### src/hdl/srpc_pkg.sv
`timescale 1ns / 1ps
// Shared types, codes and constants of the step pulse ramp controller.
package srpc_pkg;

  localparam int CHANNELS  = 4;
  localparam int CH_IDX_W  = (CHANNELS > 1) ? $clog2(CHANNELS) : 1;
  localparam int CH_W      = 2;
  localparam int PERIOD_W  = 16;
  localparam int COUNT_W   = 32;
  localparam int CFG_IDX_W = 3;
  localparam int CMP_W     = 15;
  localparam int PHASE_W   = 2;

  typedef enum logic [2:0] {
    OP_TICK      = 3'd0,
    OP_START     = 3'd1,
    OP_STOP      = 3'd2,
    OP_STOP_ALL  = 3'd3,
    OP_FASTER    = 3'd4,
    OP_SLOWER    = 3'd5,
    OP_JOG_STOP  = 3'd6
  } op_e;

  typedef enum logic [CFG_IDX_W-1:0] {
    REG_SOFT_PERIOD       = 3'd0,
    REG_RAMP_PERIOD_STEP  = 3'd1,
    REG_PULSES_PER_STEP   = 3'd2,
    REG_FASTEST_PERIOD    = 3'd3,
    REG_SLOWEST_PERIOD    = 3'd4,
    REG_SPEED_STEP        = 3'd5
  } cfg_reg_e;

  localparam logic [PHASE_W-1:0] PH_ACCEL  = 2'd0;
  localparam logic [PHASE_W-1:0] PH_CRUISE = 2'd1;
  localparam logic [PHASE_W-1:0] PH_DECEL  = 2'd2;

  typedef struct packed {
    logic [PERIOD_W-1:0] soft_period;
    logic [PERIOD_W-1:0] ramp_period_step;
    logic [PERIOD_W-1:0] pulses_per_ramp_step;
    logic [PERIOD_W-1:0] fastest_period;
    logic [PERIOD_W-1:0] slowest_period;
    logic [PERIOD_W-1:0] speed_step;
  } cfg_t;

  localparam logic [PERIOD_W-1:0] RST_SOFT_PERIOD    = 16'd1800;
  localparam logic [PERIOD_W-1:0] RST_RAMP_STEP      = 16'd100;
  localparam logic [PERIOD_W-1:0] RST_PULSES_PER     = 16'd100;
  localparam logic [PERIOD_W-1:0] RST_FASTEST_PERIOD = 16'd150;
  localparam logic [PERIOD_W-1:0] RST_SLOWEST_PERIOD = 16'd1500;
  localparam logic [PERIOD_W-1:0] RST_SPEED_STEP     = 16'd100;
  localparam logic [PERIOD_W-1:0] RST_SPEED_TARGET   = 16'd300;
  localparam logic [PERIOD_W-1:0] RST_PERIOD         = 16'd1000;
  localparam logic [PERIOD_W-1:0] MIN_PERIOD         = 16'd2;

  localparam logic [COUNT_W-1:0] ENDLESS = '1;

endpackage

### src/hdl/srpc_ifs.sv
`timescale 1ns / 1ps
// Handshake interfaces for the command, result and register write channels.
interface srpc_in_if import srpc_pkg::*; ();
  logic               valid;
  logic               ready;
  logic [2:0]         opcode;
  logic [CH_W-1:0]    channel;
  logic [COUNT_W-1:0] pulse_count;
  logic               ramp_allowed;
  logic               direction;

  modport source (output valid, opcode, channel, pulse_count, ramp_allowed, direction,
                  input ready);
  modport sink   (input valid, opcode, channel, pulse_count, ramp_allowed, direction,
                  output ready);
endinterface

interface srpc_out_if import srpc_pkg::*; ();
  logic                valid;
  logic                ready;
  logic [PERIOD_W-1:0] reload_value;
  logic [CMP_W-1:0]    compare_value;
  logic [3:0]          channel_enables;
  logic [3:0]          direction_levels;
  logic                any_running;
  logic                ramp_active;
  logic [PHASE_W-1:0]  ramp_phase;
  logic [PERIOD_W-1:0] target_speed_period;

  modport source (output valid, reload_value, compare_value, channel_enables,
                  direction_levels, any_running, ramp_active, ramp_phase,
                  target_speed_period, input ready);
  modport sink   (input valid, reload_value, compare_value, channel_enables,
                  direction_levels, any_running, ramp_active, ramp_phase,
                  target_speed_period, output ready);
endinterface

interface srpc_cfg_if import srpc_pkg::*; ();
  logic                 valid;
  logic                 ready;
  logic [CFG_IDX_W-1:0] index;
  logic [PERIOD_W-1:0]  data;

  modport source (output valid, index, data, input ready);
  modport sink   (input valid, index, data, output ready);
endinterface

### src/hdl/srpc_cfg_regs.sv
`timescale 1ns / 1ps
// Register file holding the six ramp and speed settings.
module srpc_cfg_regs import srpc_pkg::*; (
  input  logic       clk_i,
  input  logic       rst_ni,
  srpc_cfg_if.sink   cfg_i,
  output cfg_t       cfg_o
);

  cfg_t regs_q, regs_d;

  assign cfg_i.ready = 1'b1;
  assign cfg_o       = regs_q;

  always_comb begin
    regs_d = regs_q;
    if (cfg_i.valid) begin
      unique case (cfg_reg_e'(cfg_i.index))
        REG_SOFT_PERIOD:      regs_d.soft_period          = cfg_i.data;
        REG_RAMP_PERIOD_STEP: regs_d.ramp_period_step     = cfg_i.data;
        REG_PULSES_PER_STEP:  regs_d.pulses_per_ramp_step = cfg_i.data;
        REG_FASTEST_PERIOD:   regs_d.fastest_period       = cfg_i.data;
        REG_SLOWEST_PERIOD:   regs_d.slowest_period       = cfg_i.data;
        REG_SPEED_STEP:       regs_d.speed_step           = cfg_i.data;
        default: ;
      endcase
    end
  end

  always_ff @(posedge clk_i or negedge rst_ni) begin
    if (!rst_ni) begin
      regs_q.soft_period          <= RST_SOFT_PERIOD;
      regs_q.ramp_period_step     <= RST_RAMP_STEP;
      regs_q.pulses_per_ramp_step <= RST_PULSES_PER;
      regs_q.fastest_period       <= RST_FASTEST_PERIOD;
      regs_q.slowest_period       <= RST_SLOWEST_PERIOD;
      regs_q.speed_step           <= RST_SPEED_STEP;
    end else begin
      regs_q <= regs_d;
    end
  end

endmodule

### src/hdl/srpc_div.sv
`timescale 1ns / 1ps
// Restoring divider that produces one quotient bit per cycle.
module srpc_div import srpc_pkg::*; (
  input  logic                clk_i,
  input  logic                rst_ni,
  input  logic                start_i,
  input  logic [PERIOD_W-1:0] dividend_i,
  input  logic [PERIOD_W-1:0] divisor_i,
  output logic                done_o,
  output logic [PERIOD_W-1:0] quotient_o
);

  localparam int STEP_W = $clog2(PERIOD_W);

  logic                busy_q, busy_d;
  logic                done_q, done_d;
  logic [STEP_W-1:0]   step_q, step_d;
  logic [PERIOD_W-1:0] rem_q, rem_d;
  logic [PERIOD_W-1:0] quo_q, quo_d;
  logic [PERIOD_W-1:0] dsr_q, dsr_d;
  logic [PERIOD_W:0]   shifted;
  logic [PERIOD_W+1:0] diff;

  assign shifted    = {rem_q, quo_q[PERIOD_W-1]};
  assign diff       = {1'b0, shifted} - {2'b00, dsr_q};
  assign done_o     = done_q;
  assign quotient_o = quo_q;

  always_comb begin
    busy_d = busy_q;
    done_d = 1'b0;
    step_d = step_q;
    rem_d  = rem_q;
    quo_d  = quo_q;
    dsr_d  = dsr_q;
    if (start_i) begin
      busy_d = 1'b1;
      step_d = '0;
      rem_d  = '0;
      quo_d  = dividend_i;
      dsr_d  = divisor_i;
    end else if (busy_q) begin
      // The remainder stays below the divisor, so it always fits the low bits.
      if (!diff[PERIOD_W+1]) begin
        rem_d = diff[PERIOD_W-1:0];
        quo_d = {quo_q[PERIOD_W-2:0], 1'b1};
      end else begin
        rem_d = shifted[PERIOD_W-1:0];
        quo_d = {quo_q[PERIOD_W-2:0], 1'b0};
      end
      step_d = step_q + 1'b1;
      if (step_q == STEP_W'(PERIOD_W - 1)) begin
        busy_d = 1'b0;
        done_d = 1'b1;
      end
    end
  end

  always_ff @(posedge clk_i or negedge rst_ni) begin
    if (!rst_ni) begin
      busy_q <= 1'b0;
      done_q <= 1'b0;
      step_q <= '0;
    end else begin
      busy_q <= busy_d;
      done_q <= done_d;
      step_q <= step_d;
    end
  end

  always_ff @(posedge clk_i) begin
    rem_q <= rem_d;
    quo_q <= quo_d;
    dsr_q <= dsr_d;
  end

endmodule

### src/hdl/four_axis_step_pulse_ramp_controller_unit.sv
`timescale 1ns / 1ps
// Top level of the four channel step pulse counter with trapezoidal period ramp.
//
//   Channel   Modport  Moves                                   Accepted when
//   in_i      sink     one command request (opcode + operands) valid && ready
//   out_o     source   one status result per command           valid && ready
//   cfg_i     sink     one register write (index, data)        valid && ready
//
// A command request is handled by a small sequencer around one shared 32 bit
// adder/subtractor. A tick walks the channels one per cycle and, while the ramp
// is on and a channel still runs, adds one ramp step state. A jog stop under
// the ramp walks the channels the same way. A start on an idle block that
// arms the ramp runs the 16 step divider, one multiply and one compare; other
// commands go from the execute state straight to the result state. The input
// is ready again at the edge that loads the result, so the next request can be
// taken in the cycle after that. The result sits in an output register, so a
// stalled result blocks only the completion of the next request. Reset is
// asynchronous and active low; no clearing pass is needed.
module four_axis_step_pulse_ramp_controller_unit import srpc_pkg::*; (
  input  logic      clk_i,
  input  logic      rst_ni,
  srpc_in_if.sink   in_i,
  srpc_out_if.source out_o,
  srpc_cfg_if.sink  cfg_i
);

  // Sequencer states.
  localparam logic [3:0] S_IDLE = 4'd0;
  localparam logic [3:0] S_EXEC = 4'd1;
  localparam logic [3:0] S_TICK = 4'd2;
  localparam logic [3:0] S_RAMP = 4'd3;
  localparam logic [3:0] S_DIV  = 4'd4;
  localparam logic [3:0] S_MUL  = 4'd5;
  localparam logic [3:0] S_ARM  = 4'd6;
  localparam logic [3:0] S_JOG  = 4'd7;
  localparam logic [3:0] S_DONE = 4'd8;

  function automatic logic [PERIOD_W-1:0] clamp_period(input logic [PERIOD_W-1:0] p);
    return (p < MIN_PERIOD) ? MIN_PERIOD : p;
  endfunction

  cfg_t cfg;

  logic [3:0] state_q, state_d;

  // Latched request.
  op_e                op_q, op_d;
  logic [CH_W-1:0]    ch_q, ch_d;
  logic [COUNT_W-1:0] req_cnt_q, req_cnt_d;
  logic               allow_q, allow_d;
  logic               dir_q, dir_d;

  // Channel and ramp state.
  logic [COUNT_W-1:0]  tgt_q [CHANNELS];
  logic [COUNT_W-1:0]  tgt_d [CHANNELS];
  logic [COUNT_W-1:0]  pcnt_q [CHANNELS];
  logic [COUNT_W-1:0]  pcnt_d [CHANNELS];
  logic [CHANNELS-1:0] en_q, en_d;
  logic [CHANNELS-1:0] dirb_q, dirb_d;
  logic [PERIOD_W-1:0] speed_q, speed_d;
  logic [PERIOD_W-1:0] period_q, period_d;
  logic                ramp_on_q, ramp_on_d;
  logic [PHASE_W-1:0]  phase_q, phase_d;
  logic [PERIOD_W-1:0] rtc_q, rtc_d;
  logic [COUNT_W-1:0]  decel_q, decel_d;

  // Sequencer scratch.
  logic [CH_IDX_W-1:0] idx_q, idx_d;
  logic [CH_IDX_W-1:0] first_q, first_d;
  logic                found_q, found_d;
  logic [COUNT_W-1:0]  prod_q, prod_d;

  // Result register.
  logic                out_valid_q, out_valid_d;
  logic [PERIOD_W-1:0] out_reload_q, out_reload_d;
  logic [CHANNELS-1:0] out_en_q, out_en_d;
  logic [CHANNELS-1:0] out_dir_q, out_dir_d;
  logic                out_run_q, out_run_d;
  logic                out_ramp_q, out_ramp_d;
  logic [PHASE_W-1:0]  out_phase_q, out_phase_d;
  logic [PERIOD_W-1:0] out_speed_q, out_speed_d;

  // Shared adder/subtractor.
  logic [COUNT_W-1:0] alu_a, alu_b, alu_res;
  logic               alu_sub;

  // Divider hookup.
  logic                div_start, div_done;
  logic [PERIOD_W-1:0] div_quo, div_dividend, div_divisor;

  logic                idle_w;
  logic                ch_ok;
  logic [CH_IDX_W-1:0] chi;
  logic [PERIOD_W:0]   faster_lim, accel_diff, decel_sum;
  logic signed [PERIOD_W+1:0] slower_lim;
  logic [PERIOD_W-1:0] faster_val, slower_val, accel_val, decel_val, rtc_inc;

  srpc_cfg_regs u_cfg_regs (
    .clk_i  (clk_i),
    .rst_ni (rst_ni),
    .cfg_i  (cfg_i),
    .cfg_o  (cfg)
  );

  // The decel length divides by the ramp step; a zero step counts as one.
  assign div_dividend = cfg.soft_period - speed_q;
  assign div_divisor  = (cfg.ramp_period_step == '0) ? PERIOD_W'(1) : cfg.ramp_period_step;

  srpc_div u_div (
    .clk_i      (clk_i),
    .rst_ni     (rst_ni),
    .start_i    (div_start),
    .dividend_i (div_dividend),
    .divisor_i  (div_divisor),
    .done_o     (div_done),
    .quotient_o (div_quo)
  );

  // The block is idle when no channel holds a target.
  always_comb begin
    idle_w = 1'b1;
    for (int i = 0; i < CHANNELS; i++) begin
      if (tgt_q[i] != '0) idle_w = 1'b0;
    end
  end

  assign ch_ok = int'(ch_q) < CHANNELS;
  assign chi   = ch_q[CH_IDX_W-1:0];

  // Speed commands step the target; faster saturates at the fastest limit, slower at the slowest.
  assign faster_lim = {1'b0, cfg.fastest_period} + {1'b0, cfg.speed_step};
  assign faster_val = ({1'b0, speed_q} > faster_lim) ? (speed_q - cfg.speed_step)
                                                      : cfg.fastest_period;
  assign slower_lim = $signed({2'b00, cfg.slowest_period}) - $signed({2'b00, cfg.speed_step});
  assign slower_val = ($signed({2'b00, speed_q}) < slower_lim) ? (speed_q + cfg.speed_step)
                                                                : cfg.slowest_period;

  // One ramp step: accelerate saturates at the speed target, decelerate at
  // the soft period.
  assign accel_diff = {1'b0, period_q} - {1'b0, cfg.ramp_period_step};
  assign accel_val  = (accel_diff[PERIOD_W] || (accel_diff[PERIOD_W-1:0] < speed_q))
                      ? speed_q : accel_diff[PERIOD_W-1:0];
  assign decel_sum  = {1'b0, period_q} + {1'b0, cfg.ramp_period_step};
  assign decel_val  = (decel_sum > {1'b0, cfg.soft_period}) ? cfg.soft_period
                                                            : decel_sum[PERIOD_W-1:0];
  assign rtc_inc    = rtc_q + 1'b1;

  // Operand selection for the shared adder.
  always_comb begin
    alu_a   = '0;
    alu_b   = '0;
    alu_sub = 1'b0;
    unique case (state_q)
      S_TICK: begin
        alu_a = pcnt_q[idx_q];
        alu_b = COUNT_W'(1);
      end
      S_RAMP: begin
        alu_a   = tgt_q[first_q];
        alu_b   = pcnt_q[first_q];
        alu_sub = 1'b1;
      end
      S_JOG: begin
        alu_a = pcnt_q[idx_q];
        alu_b = decel_q;
      end
      default: ;
    endcase
  end

  assign alu_res = alu_sub ? (alu_a - alu_b) : (alu_a + alu_b);

  assign in_i.ready = (state_q == S_IDLE);

  always_comb begin
    state_d      = state_q;
    op_d         = op_q;
    ch_d         = ch_q;
    req_cnt_d    = req_cnt_q;
    allow_d      = allow_q;
    dir_d        = dir_q;
    tgt_d        = tgt_q;
    pcnt_d       = pcnt_q;
    en_d         = en_q;
    dirb_d       = dirb_q;
    speed_d      = speed_q;
    period_d     = period_q;
    ramp_on_d    = ramp_on_q;
    phase_d      = phase_q;
    rtc_d        = rtc_q;
    decel_d      = decel_q;
    idx_d        = idx_q;
    first_d      = first_q;
    found_d      = found_q;
    prod_d       = prod_q;
    div_start    = 1'b0;
    out_valid_d  = out_valid_q;
    out_reload_d = out_reload_q;
    out_en_d     = out_en_q;
    out_dir_d    = out_dir_q;
    out_run_d    = out_run_q;
    out_ramp_d   = out_ramp_q;
    out_phase_d  = out_phase_q;
    out_speed_d  = out_speed_q;

    if (out_valid_q && out_o.ready) out_valid_d = 1'b0;

    unique case (state_q)
      S_IDLE: begin
        if (in_i.valid) begin
          op_d      = op_e'(in_i.opcode);
          ch_d      = in_i.channel;
          req_cnt_d = in_i.pulse_count;
          allow_d   = in_i.ramp_allowed;
          dir_d     = in_i.direction;
          state_d   = S_EXEC;
        end
      end

      S_EXEC: begin
        state_d = S_DONE;
        unique case (op_q)
          OP_TICK: begin
            idx_d   = '0;
            found_d = 1'b0;
            state_d = S_TICK;
          end
          OP_START: begin
            if (ch_ok) begin
              // The direction level is latched even when the count is zero.
              dirb_d[chi] = dir_q;
              if (req_cnt_q == '0) begin
                tgt_d[chi]  = '0;
                pcnt_d[chi] = '0;
                en_d[chi]   = 1'b0;
                ramp_on_d   = 1'b0;
              end else begin
                tgt_d[chi]  = req_cnt_q;
                pcnt_d[chi] = '0;
                en_d[chi]   = 1'b1;
                if (idle_w) begin
                  if (allow_q && (speed_q < cfg.soft_period)) begin
                    div_start = 1'b1;
                    state_d   = S_DIV;
                  end else begin
                    ramp_on_d = 1'b0;
                    period_d  = clamp_period(speed_q);
                  end
                end
              end
            end
          end
          OP_STOP: begin
            if (ch_ok) begin
              tgt_d[chi]  = '0;
              pcnt_d[chi] = '0;
              en_d[chi]   = 1'b0;
              ramp_on_d   = 1'b0;
            end
          end
          OP_STOP_ALL: begin
            for (int i = 0; i < CHANNELS; i++) begin
              tgt_d[i]  = '0;
              pcnt_d[i] = '0;
            end
            en_d      = '0;
            ramp_on_d = 1'b0;
          end
          OP_FASTER: begin
            speed_d = faster_val;
            if (!ramp_on_q) period_d = clamp_period(faster_val);
          end
          OP_SLOWER: begin
            speed_d = slower_val;
            if (!ramp_on_q) period_d = clamp_period(slower_val);
          end
          OP_JOG_STOP: begin
            if (!ramp_on_q) begin
              for (int i = 0; i < CHANNELS; i++) begin
                tgt_d[i]  = '0;
                pcnt_d[i] = '0;
              end
              en_d = '0;
            end else begin
              idx_d   = '0;
              state_d = S_JOG;
            end
          end
          default: ;
        endcase
      end

      S_TICK: begin
        // Count one pulse on this channel and retire it at its target.
        if (tgt_q[idx_q] != '0) begin
          pcnt_d[idx_q] = alu_res;
          if (alu_res >= tgt_q[idx_q]) begin
            tgt_d[idx_q] = '0;
            en_d[idx_q]  = 1'b0;
          end else if (!found_q) begin
            found_d = 1'b1;
            first_d = idx_q;
          end
        end
        if (idx_q == CH_IDX_W'(CHANNELS - 1)) begin
          if (!ramp_on_q) begin
            state_d = S_DONE;
          end else if (!found_d) begin
            ramp_on_d = 1'b0;
            state_d   = S_DONE;
          end else begin
            state_d = S_RAMP;
          end
        end else begin
          idx_d = idx_q + 1'b1;
        end
      end

      S_RAMP: begin
        // The adder gives the pulses left on the first running channel.
        state_d = S_DONE;
        if (rtc_inc < cfg.pulses_per_ramp_step) begin
          rtc_d = rtc_inc;
        end else begin
          rtc_d = '0;
          case (phase_q)
            PH_ACCEL: begin
              if (alu_res <= decel_q) begin
                phase_d = PH_DECEL;
              end else if (period_q > speed_q) begin
                period_d = clamp_period(accel_val);
              end else begin
                phase_d = PH_CRUISE;
              end
            end
            PH_CRUISE: begin
              if (alu_res <= decel_q) phase_d = PH_DECEL;
            end
            default: begin
              if (period_q < cfg.soft_period) period_d = clamp_period(decel_val);
            end
          endcase
        end
      end

      S_JOG: begin
        // Endless targets become the current count plus the decel length.
        if (tgt_q[idx_q] == ENDLESS) tgt_d[idx_q] = alu_res;
        if (idx_q == CH_IDX_W'(CHANNELS - 1)) begin
          state_d = S_DONE;
        end else begin
          idx_d = idx_q + 1'b1;
        end
      end

      S_DIV: begin
        if (div_done) state_d = S_MUL;
      end

      S_MUL: begin
        prod_d  = {{(COUNT_W-PERIOD_W){1'b0}}, div_quo} *
                  {{(COUNT_W-PERIOD_W){1'b0}}, cfg.pulses_per_ramp_step};
        state_d = S_ARM;
      end

      S_ARM: begin
        // Short moves split their pulses evenly between ramp up and down.
        if ({prod_q, 1'b0} > {1'b0, req_cnt_q}) begin
          decel_d = req_cnt_q >> 1;
        end else begin
          decel_d = prod_q;
        end
        rtc_d     = '0;
        phase_d   = PH_ACCEL;
        ramp_on_d = 1'b1;
        period_d  = clamp_period(cfg.soft_period);
        state_d   = S_DONE;
      end

      S_DONE: begin
        if (!out_valid_q || out_o.ready) begin
          out_valid_d  = 1'b1;
          out_reload_d = period_q - 1'b1;
          out_en_d     = en_q;
          out_dir_d    = dirb_q;
          out_run_d    = !idle_w;
          out_ramp_d   = ramp_on_q;
          out_phase_d  = phase_q;
          out_speed_d  = speed_q;
          state_d      = S_IDLE;
        end
      end

      default: state_d = S_IDLE;
    endcase
  end

  always_ff @(posedge clk_i or negedge rst_ni) begin
    if (!rst_ni) begin
      state_q     <= S_IDLE;
      for (int i = 0; i < CHANNELS; i++) begin
        tgt_q[i]  <= '0;
        pcnt_q[i] <= '0;
      end
      en_q        <= '0;
      dirb_q      <= '0;
      speed_q     <= RST_SPEED_TARGET;
      period_q    <= RST_PERIOD;
      ramp_on_q   <= 1'b0;
      phase_q     <= PH_ACCEL;
      rtc_q       <= '0;
      decel_q     <= '0;
      idx_q       <= '0;
      first_q     <= '0;
      found_q     <= 1'b0;
      out_valid_q <= 1'b0;
    end else begin
      state_q     <= state_d;
      tgt_q       <= tgt_d;
      pcnt_q      <= pcnt_d;
      en_q        <= en_d;
      dirb_q      <= dirb_d;
      speed_q     <= speed_d;
      period_q    <= period_d;
      ramp_on_q   <= ramp_on_d;
      phase_q     <= phase_d;
      rtc_q       <= rtc_d;
      decel_q     <= decel_d;
      idx_q       <= idx_d;
      first_q     <= first_d;
      found_q     <= found_d;
      out_valid_q <= out_valid_d;
    end
  end

  always_ff @(posedge clk_i) begin
    op_q         <= op_d;
    ch_q         <= ch_d;
    req_cnt_q    <= req_cnt_d;
    allow_q      <= allow_d;
    dir_q        <= dir_d;
    prod_q       <= prod_d;
    out_reload_q <= out_reload_d;
    out_en_q     <= out_en_d;
    out_dir_q    <= out_dir_d;
    out_run_q    <= out_run_d;
    out_ramp_q   <= out_ramp_d;
    out_phase_q  <= out_phase_d;
    out_speed_q  <= out_speed_d;
  end

  assign out_o.valid               = out_valid_q;
  assign out_o.reload_value        = out_reload_q;
  assign out_o.compare_value       = out_reload_q[PERIOD_W-1:1];
  assign out_o.channel_enables     = out_en_q;
  assign out_o.direction_levels    = out_dir_q;
  assign out_o.any_running         = out_run_q;
  assign out_o.ramp_active         = out_ramp_q;
  assign out_o.ramp_phase          = out_phase_q;
  assign out_o.target_speed_period = out_speed_q;

endmodule

### src/flat_wrapper.sv
// flat-port wrapper written by rule: the top's interface ports become plain ports
module four_axis_step_pulse_ramp_controller_unit_flat import srpc_pkg::*;
  (clk_i, rst_ni, in_i_valid, in_i_opcode, in_i_channel, in_i_pulse_count, in_i_ramp_allowed, in_i_direction, in_i_ready, out_o_valid, out_o_reload_value, out_o_compare_value, out_o_channel_enables, out_o_direction_levels, out_o_any_running, out_o_ramp_active, out_o_ramp_phase, out_o_target_speed_period, out_o_ready, cfg_i_valid, cfg_i_index, cfg_i_data, cfg_i_ready);
  srpc_in_if in_i_i ();
  srpc_out_if out_o_i ();
  srpc_cfg_if cfg_i_i ();
  input  logic clk_i;
  input  logic rst_ni;
  input wire logic [$bits(in_i_i.valid)-1:0] in_i_valid;
  input wire logic [$bits(in_i_i.opcode)-1:0] in_i_opcode;
  input wire logic [$bits(in_i_i.channel)-1:0] in_i_channel;
  input wire logic [$bits(in_i_i.pulse_count)-1:0] in_i_pulse_count;
  input wire logic [$bits(in_i_i.ramp_allowed)-1:0] in_i_ramp_allowed;
  input wire logic [$bits(in_i_i.direction)-1:0] in_i_direction;
  output wire logic [$bits(in_i_i.ready)-1:0] in_i_ready;
  output wire logic [$bits(out_o_i.valid)-1:0] out_o_valid;
  output wire logic [$bits(out_o_i.reload_value)-1:0] out_o_reload_value;
  output wire logic [$bits(out_o_i.compare_value)-1:0] out_o_compare_value;
  output wire logic [$bits(out_o_i.channel_enables)-1:0] out_o_channel_enables;
  output wire logic [$bits(out_o_i.direction_levels)-1:0] out_o_direction_levels;
  output wire logic [$bits(out_o_i.any_running)-1:0] out_o_any_running;
  output wire logic [$bits(out_o_i.ramp_active)-1:0] out_o_ramp_active;
  output wire logic [$bits(out_o_i.ramp_phase)-1:0] out_o_ramp_phase;
  output wire logic [$bits(out_o_i.target_speed_period)-1:0] out_o_target_speed_period;
  input wire logic [$bits(out_o_i.ready)-1:0] out_o_ready;
  input wire logic [$bits(cfg_i_i.valid)-1:0] cfg_i_valid;
  input wire logic [$bits(cfg_i_i.index)-1:0] cfg_i_index;
  input wire logic [$bits(cfg_i_i.data)-1:0] cfg_i_data;
  output wire logic [$bits(cfg_i_i.ready)-1:0] cfg_i_ready;
  assign in_i_i.valid = in_i_valid;
  assign in_i_i.opcode = in_i_opcode;
  assign in_i_i.channel = in_i_channel;
  assign in_i_i.pulse_count = in_i_pulse_count;
  assign in_i_i.ramp_allowed = in_i_ramp_allowed;
  assign in_i_i.direction = in_i_direction;
  assign in_i_ready = in_i_i.ready;
  assign out_o_valid = out_o_i.valid;
  assign out_o_reload_value = out_o_i.reload_value;
  assign out_o_compare_value = out_o_i.compare_value;
  assign out_o_channel_enables = out_o_i.channel_enables;
  assign out_o_direction_levels = out_o_i.direction_levels;
  assign out_o_any_running = out_o_i.any_running;
  assign out_o_ramp_active = out_o_i.ramp_active;
  assign out_o_ramp_phase = out_o_i.ramp_phase;
  assign out_o_target_speed_period = out_o_i.target_speed_period;
  assign out_o_i.ready = out_o_ready;
  assign cfg_i_i.valid = cfg_i_valid;
  assign cfg_i_i.index = cfg_i_index;
  assign cfg_i_i.data = cfg_i_data;
  assign cfg_i_ready = cfg_i_i.ready;
  four_axis_step_pulse_ramp_controller_unit u_core (.clk_i(clk_i), .rst_ni(rst_ni), .in_i(in_i_i), .out_o(out_o_i), .cfg_i(cfg_i_i));
endmodule
### config.mk
export PLATFORM = sky130hd
export DESIGN_NAME = four_axis_step_pulse_ramp_controller_unit_flat
export DESIGN_NICKNAME = d
export VERILOG_FILES = /design/src/hdl/srpc_pkg.sv /design/src/hdl/srpc_ifs.sv /design/src/hdl/srpc_cfg_regs.sv /design/src/hdl/srpc_div.sv /design/src/hdl/four_axis_step_pulse_ramp_controller_unit.sv /design/src/flat_wrapper.sv
export SDC_FILE = /design/constraint.sdc
export NUM_CORES = 2
export LEC_CHECK = 0
export ABC_AREA = 1
export CAP_MARGIN = 10
export CORE_MARGIN = 1.5
export CORE_UTILIZATION = 30
export CTS_CLUSTER_DIAMETER = 60
export DETAILED_ROUTE_END_ITERATION = 8
export DONT_BUFFER_PORTS = 1
export SLEW_MARGIN = 10
export SYNTH_ARGS = -nofsm -noshare
export SYNTH_HDL_FRONTEND = slang
export SYNTH_HIERARCHICAL = 1
export SYNTH_SLANG_ARGS = --single-unit
### constraint.sdc
create_clock -name clk_i -period 7.15 [get_ports clk_i]
set_input_delay 0.3575 -clock clk_i [delete_from_list [all_inputs] [get_ports clk_i]]
set_output_delay 0.3575 -clock clk_i [all_outputs]
set_load 0.005 [all_outputs]
# After elaboration in Yosys (flattened, before gate mapping)
# Index checks and enable logic that the tools add are counted.
# word_totals
regBits,622
output_inout_bits,62
wordCells,340
in_bits,63
# classes
eq_ne,55
mux,130
add_sub_neg,14
order_cmp,26
n_bitwise,15
mul,1
reduce_logical,53
# ops
op,count
$mux W128,6
$pmux W128 S3,2
$pmux W128 S4,1
$and A128 B128 Y128,3
$bwmux W128,3
$mux W32,12
$mux W16,23
$bmux W32 S2,4
$not A128 Y128,2
$pmux W128 S2,1
$reduce_bool A32 Y1,5
$demux W32 S2,2
$lt A16 B2 Y1 const B,6
$pmux W16 S2,3
$pmux W16 S3,2
$pmux W32 S3,1
$mux W4,17
$lt A16 B16 Y1,4
$pmux W32 S2,1
$add A16 B16 Y17,2
$sub A16 B16 Y17,2
$gt A33 B32 Y1,1
$add A32 B32 Y32,1
$eq A32 B32 Y1 const B,1
69 further kinds,189

# Depth between registers and ports, before layout
# logic_depth
depth_word,15
depth_mapped,43
depth_no_buf,41

# Hierarchy
# The synthesis kept the hierarchy.
# by_module_without_submodules
mod,n_inst,seq_area_each_um2,cells_each,area_each_um2
four_axis_step_pulse_ramp_controller_unit,1,12399.4,7234,51167.8
srpc_cfg_regs,1,2432.3,427,3816.2
srpc_div,1,1431.4,440,3321.9

# Worst setup path before layout
# OpenSTA, ideal clock, no wires.
# synth_timing
kind,reg-to-reg
from,register u_core.u_cfg_regs.regs_q (netlist bit u_core/u_cfg_regs/cfg_o[50])
to,"register u_core.prod_q[28], data pin"
path_stages_with_launch,31
arrival_ns,5.839
path_buffers,2
synth_period_minus_slack_ns,6.091
path_slack_ns,1.059
required_time_ns,6.898
setup_ns,0.252
cell_sequence,dfstp_2 > clkbuf_1 > clkbuf_1 > nand2_1 > fa_1 > inv_1 > fa_1 > inv_1 > fa_1 > fa_1 > inv_1 > fa_1 > inv_1 > fa_1 > inv_1 > ha_1 > nand2_1 > inv_1 > nand2_1 > nand2_1 > nand2_1 > nand2_1 > nand2_1 > nand2_1 > nand2_1 > nand2_1 > a21oi_1 > o21ai_0 > nand2_1 > nand3_1 > nand2_1
# synth_between
elab_chain_cells,1
# synth_rtl
item,line,rtl
"start, declared",srpc_cfg_regs.sv:10,"cfg_t regs_q, regs_d;"
"start signal, assigned",srpc_cfg_regs.sv:39,regs_q <= regs_d;
$mul A16 B16 Y32,four_axis_step_pulse_ramp_controller_unit.sv:361,"prod_d = {{(COUNT_W-PERIOD_W){1'b0}}, div_quo} *"
"end signal, assigned",four_axis_step_pulse_ramp_controller_unit.sv:442,prod_q <= prod_d;
"end, declared",four_axis_step_pulse_ramp_controller_unit.sv:71,"logic [COUNT_W-1:0] prod_q, prod_d;"
# Every way passes these cells.
# A chain may end at the register's enable or synchronous reset.

# Final worst setup path
# layout_timing
from,register u_core.first_q[0]
to,register u_core/tgt_q[60] (netlist bit)
# layout_between
elab_chain_cells,10
elab_cells_between_ends,18
cone_classes,add/sub (2); order compare (1); eq/ne (1); mux (12); bitwise (1); reduce/logical (1)
# layout_rtl
item,line,rtl
"start, declared",four_axis_step_pulse_ramp_controller_unit.sv:69,"logic [CH_IDX_W-1:0] first_q, first_d;"
"start signal, assigned",four_axis_step_pulse_ramp_controller_unit.sv:430,first_q <= first_d;
$not A2 Y3 (implied by the code) *,"four_axis_step_pulse_ramp_controller_unit.sv:159, four_axis_step_pulse_ramp_controller_unit.sv:160",
$bmux W32 S2 (on tied branches),"four_axis_step_pulse_ramp_controller_unit.sv:160, four_axis_step_pulse_ramp_controller_unit.sv:159",
$mux W32 (on tied branches) (2 in a row),"four_axis_step_pulse_ramp_controller_unit.sv:160, four_axis_step_pulse_ramp_controller_unit.sv:159",
$pmux W32 S3 or $pmux W32 S2 (tied branches),four_axis_step_pulse_ramp_controller_unit.sv:153,unique case (state_q)
$add A32 B32 Y32 or $sub A32 B32 Y32 (tied branches),four_axis_step_pulse_ramp_controller_unit.sv:171,assign alu_res = alu_sub ? (alu_a - alu_b) : (alu_a + alu_b);
$mux W32 *,four_axis_step_pulse_ramp_controller_unit.sv:171,
$ge A32 B32 Y1 or $bwmux W128 (tied branches),"four_axis_step_pulse_ramp_controller_unit.sv:297, four_axis_step_pulse_ramp_controller_unit.sv:348",
$ne A2 B1 Y1 (no source line) or $mux W128 (tied branches),--,
$reduce_and A6 Y1 (no source line) or $pmux W128 S3 (tied branches),--,
"end signal, assigned",four_axis_step_pulse_ramp_controller_unit.sv:419,tgt_q <= tgt_d;
"end, declared",four_axis_step_pulse_ramp_controller_unit.sv:54,logic [COUNT_W-1:0] tgt_q [CHANNELS];
# Mark *: on every way between the ends. The rest lies on a longest branch, timed or not. The select of a mux whose other input is x is not followed.

==> run metrics <==
outcome finished with violations; failing checks hold timing; Syn Inst Count 8,101; endpoint class of the critical path flip-flop; Slew Limit Headroom 0.0894; worst path required time slightly below 8 ns; # DRC 0; CTS hold repair buffers approximately 70; die area about 0.20 mm^2; CP startpoint kind flip-flop; cell repeated most along the worst path o21ai_0; Fmax 0.144 GHz; Die Wd around 440 um; setup ws final 0.194 ns; Die Y-Extent about 440 um; Post-Syn Area 0.0583 mm^2; antenna violations before repair 7; Post-Place Worst Slack -0.106 ns; grt ovf 0; Post-synth EDFFs 147; register bit total from synthesis between 600 and 700; Final Cycle Share 0.973; Via-to-Cell Ratio between 5 and 6; global-route wire length before repair 378,000 um; Max stage delay cell, worst path dfrtp_4; total number of vias 60,200; GPL Wtd Cong 1.04; Initial Util 0.302; commonest cells after routing, fill and taps aside nand2_1, inv_1, o21ai_0; Post-Syn Area per Cell 7.20 um^2; Root Driver clkbuf_16; Netlist cell types 68; Final Max Tran Viols 0; H-tree depth 3; Critical Setup Path Class reg2reg; Fin Hold WS -0.662 ns; CORE AREA slightly below 0.2 mm^2; Post-synth ARST share 0.738; fin util 0.339; num ports 125; nets 8,762; worst hold path type in2async; Detailed Route WL 259,000 um; CP max FO 35; final setup fails 0; Area Growth Syn to Fin 12.2%; crit path DAT 7.60 ns; Reg clk slew, reported paths 0.06 ns; Pre-Repair DR Iteration Count 8; Std-Cell Rows 161; ratio of cells with drive above 1 in the final layout 0.0652; top cells by area, synth dfrtp_1, nand2_1, ha_1; Syn. warnings 6; CTS tree yes; initial DRC count 7,537; largest net degree at the start of global routing 460; minimum clock period 6.96 ns; area share of the largest cell type after synthesis 0.182; TritonCTS buffer count 94; Clock Latency Late Sink 0.76 ns; number of port buffers 0; most common cell after layout, fill and taps aside nand2_1; vias in the first global route 57,600; clock tree buffer depth 3; critical path's largest stage delay 0.55 ns; ys flop type dfrtp_1; syn nets 8,839; max-cap check violation count 0; final hold viol count 425; Final ANT Viol Nets 0; Setup TNS 0 ns; Overall Global Routing Usage 0.255; Synth area leader dfrtp_1; Post-DP HPWL 189,000 um; clk_skew 0.0875 ns; clk sinks 622; Worst-Margin Slew 1.37 ns; register area share after synthesis 0.279; drt wl/cell 24.4 um
## final timing paths
kind / startpoint / endpoint / slack, ns / depth (start not counted)
min in group clk_i: cfg_i_valid / u_core/u_cfg_regs/cfg_o[2]$_DFFE_PN1P_ / 0.05 / 4
worst min-delay path: rst_ni / u_core/tgt_q[102]$_DFFE_PN0P_ / -0.66 / 0
worst max register to register: u_core/first_q[0]$_DFFE_PN0P_ / u_core/tgt_q[60]$_DFFE_PN0P_ / 0.19 / 32
max in group asynchronous: rst_ni / u_core/period_q[14]$_DFFE_PN0P_ / 6.73 / 0
worst max-delay path: u_core/first_q[0]$_DFFE_PN0P_ / u_core/tgt_q[60]$_DFFE_PN0P_ / 0.19 / 32
worst min register to register: u_core/u_div/rem_q[9]$_SDFFE_PP0P_ / u_core/u_div/rem_q[9]$_SDFFE_PP0P_ / 0.47 / 2
## critical path, delay by kind of cell (launching register included)
| kind | cells | cell delay [ns] |
|---|---|---|
| AO/OA/AOI/OAI | 12 | 2.84 |
| buffers and inverters | 9 | 1.30 |
| AND/OR/NAND/NOR | 8 | 1.29 |
| adder cells (fa/ha/maj) | 3 | 0.78 |
| flip-flops | 1 | 0.55 |
## flip-flops by register name (all words and copies together) (netlist names), 3 cells and up, named ones only
name,cells
u_core/tgt_q,128
u_core/out_o.direction_levels,4
u_core/out_o.target_speed_period,16
u_core/prod_q,32
u_core/u_div/quotient_o,16
u_core/out_o.reload_value,16
u_core/u_cfg_regs/cfg_o,96
u_core/state_q,4
u_core/decel_q,32
u_core/u_div/dsr_q,16
u_core/out_o.channel_enables,4
u_core/op_q,3
u_core/dirb_q,4
u_core/pcnt_q,128
u_core/u_div/step_q,4
u_core/req_cnt_q,32
u_core/speed_q,16
u_core/u_div/rem_q,16
u_core/period_q,16
u_core/rtc_q,16
## metrics by stage
| step | cell area (um^2) | std cells |
|---|---|---|
| after global placement | 61300 | 10400 |
| after detailed placement | 61300 | 10400 |
| after CTS | 65200 | 10600 |
| after floorplan | 58300 | 8101 |
| after global routing | 65400 | 10600 |
| final | 65400 | 10600 |
## metal layers
layer / track usage / up-vias / part of all wire
li1: - / 27000 / -
met1: 0.322 / 29000 / 0.39
met2: 0.392 / 3356 / 0.43
met3: 0.0564 / 815 / 0.11
met4: 0.162 / 6 / 0.072
met5: 0 / - / 0.00012
## Yosys cell counts (24+ instances only)
cell,number
o21ai_1,144
clkbuf_1,297
fa_1,203
inv_2,25
a31oi_1,34
dfrtp_1,425
nor4_1,48
nand2_1,1838
a21oi_1,633
o21ai_0,705
o21a_1,24
edfxtp_1,147
buf_2,87
dfstp_2,34
nand3_1,519
inv_1,1089
ha_1,472
nand4_1,119
o211ai_1,28
o22ai_1,113
nor2_1,365
buf_4,24
a22oi_1,53
buf_1,36
nor3_1,90
xor2_1,156
xnor2_1,49
o221ai_1,50
o31ai_1,41
## cell families (layout without fill, tap and decap cells)
group                    count (synthesis)  count (layout)  synth area share
AO/OA/AOI/OAI                         1970            1970             0.191
buffers and inverters                 1577            1579             0.106
adder cells (fa/ha/maj)                675             675             0.171
multiplexers                             3               3          0.000515
AND/OR/NAND/NOR                       3047            3047             0.221
other                                    1               3         0.0000643
XOR/XNOR                               206             206            0.0312
flip-flops                             622             622             0.279
## area by class of cell
| type | count | area (um^2) |
|---|---|---|
| Antenna cell | 2 | 5.00 |
| Clock buffer | 116 | 2570 |
| Clock inverter | 59 | 668 |
| Fill cell | 20300 | 127000 |
| Inverter | 1122 | 4220 |
| Multi-Input combinational cell | 5902 | 36000 |
| Sequential cell | 622 | 16300 |
| Tap cell | 2526 | 3160 |
| Timing Repair Buffer | 282 | 2510 |
## what timing repair did
action / CTS / global route
pin swaps: 0 / 8
gates resized for setup: 1 / 35
endpoints found under the setup margin: 12 / 148
hold endpoints to repair: 595 / 459
setup buffers: 0 / 12
Power is left out: the tool's default activity adds up to more than one toggle a clock period on the data nets, which glitch-free logic cannot reach.
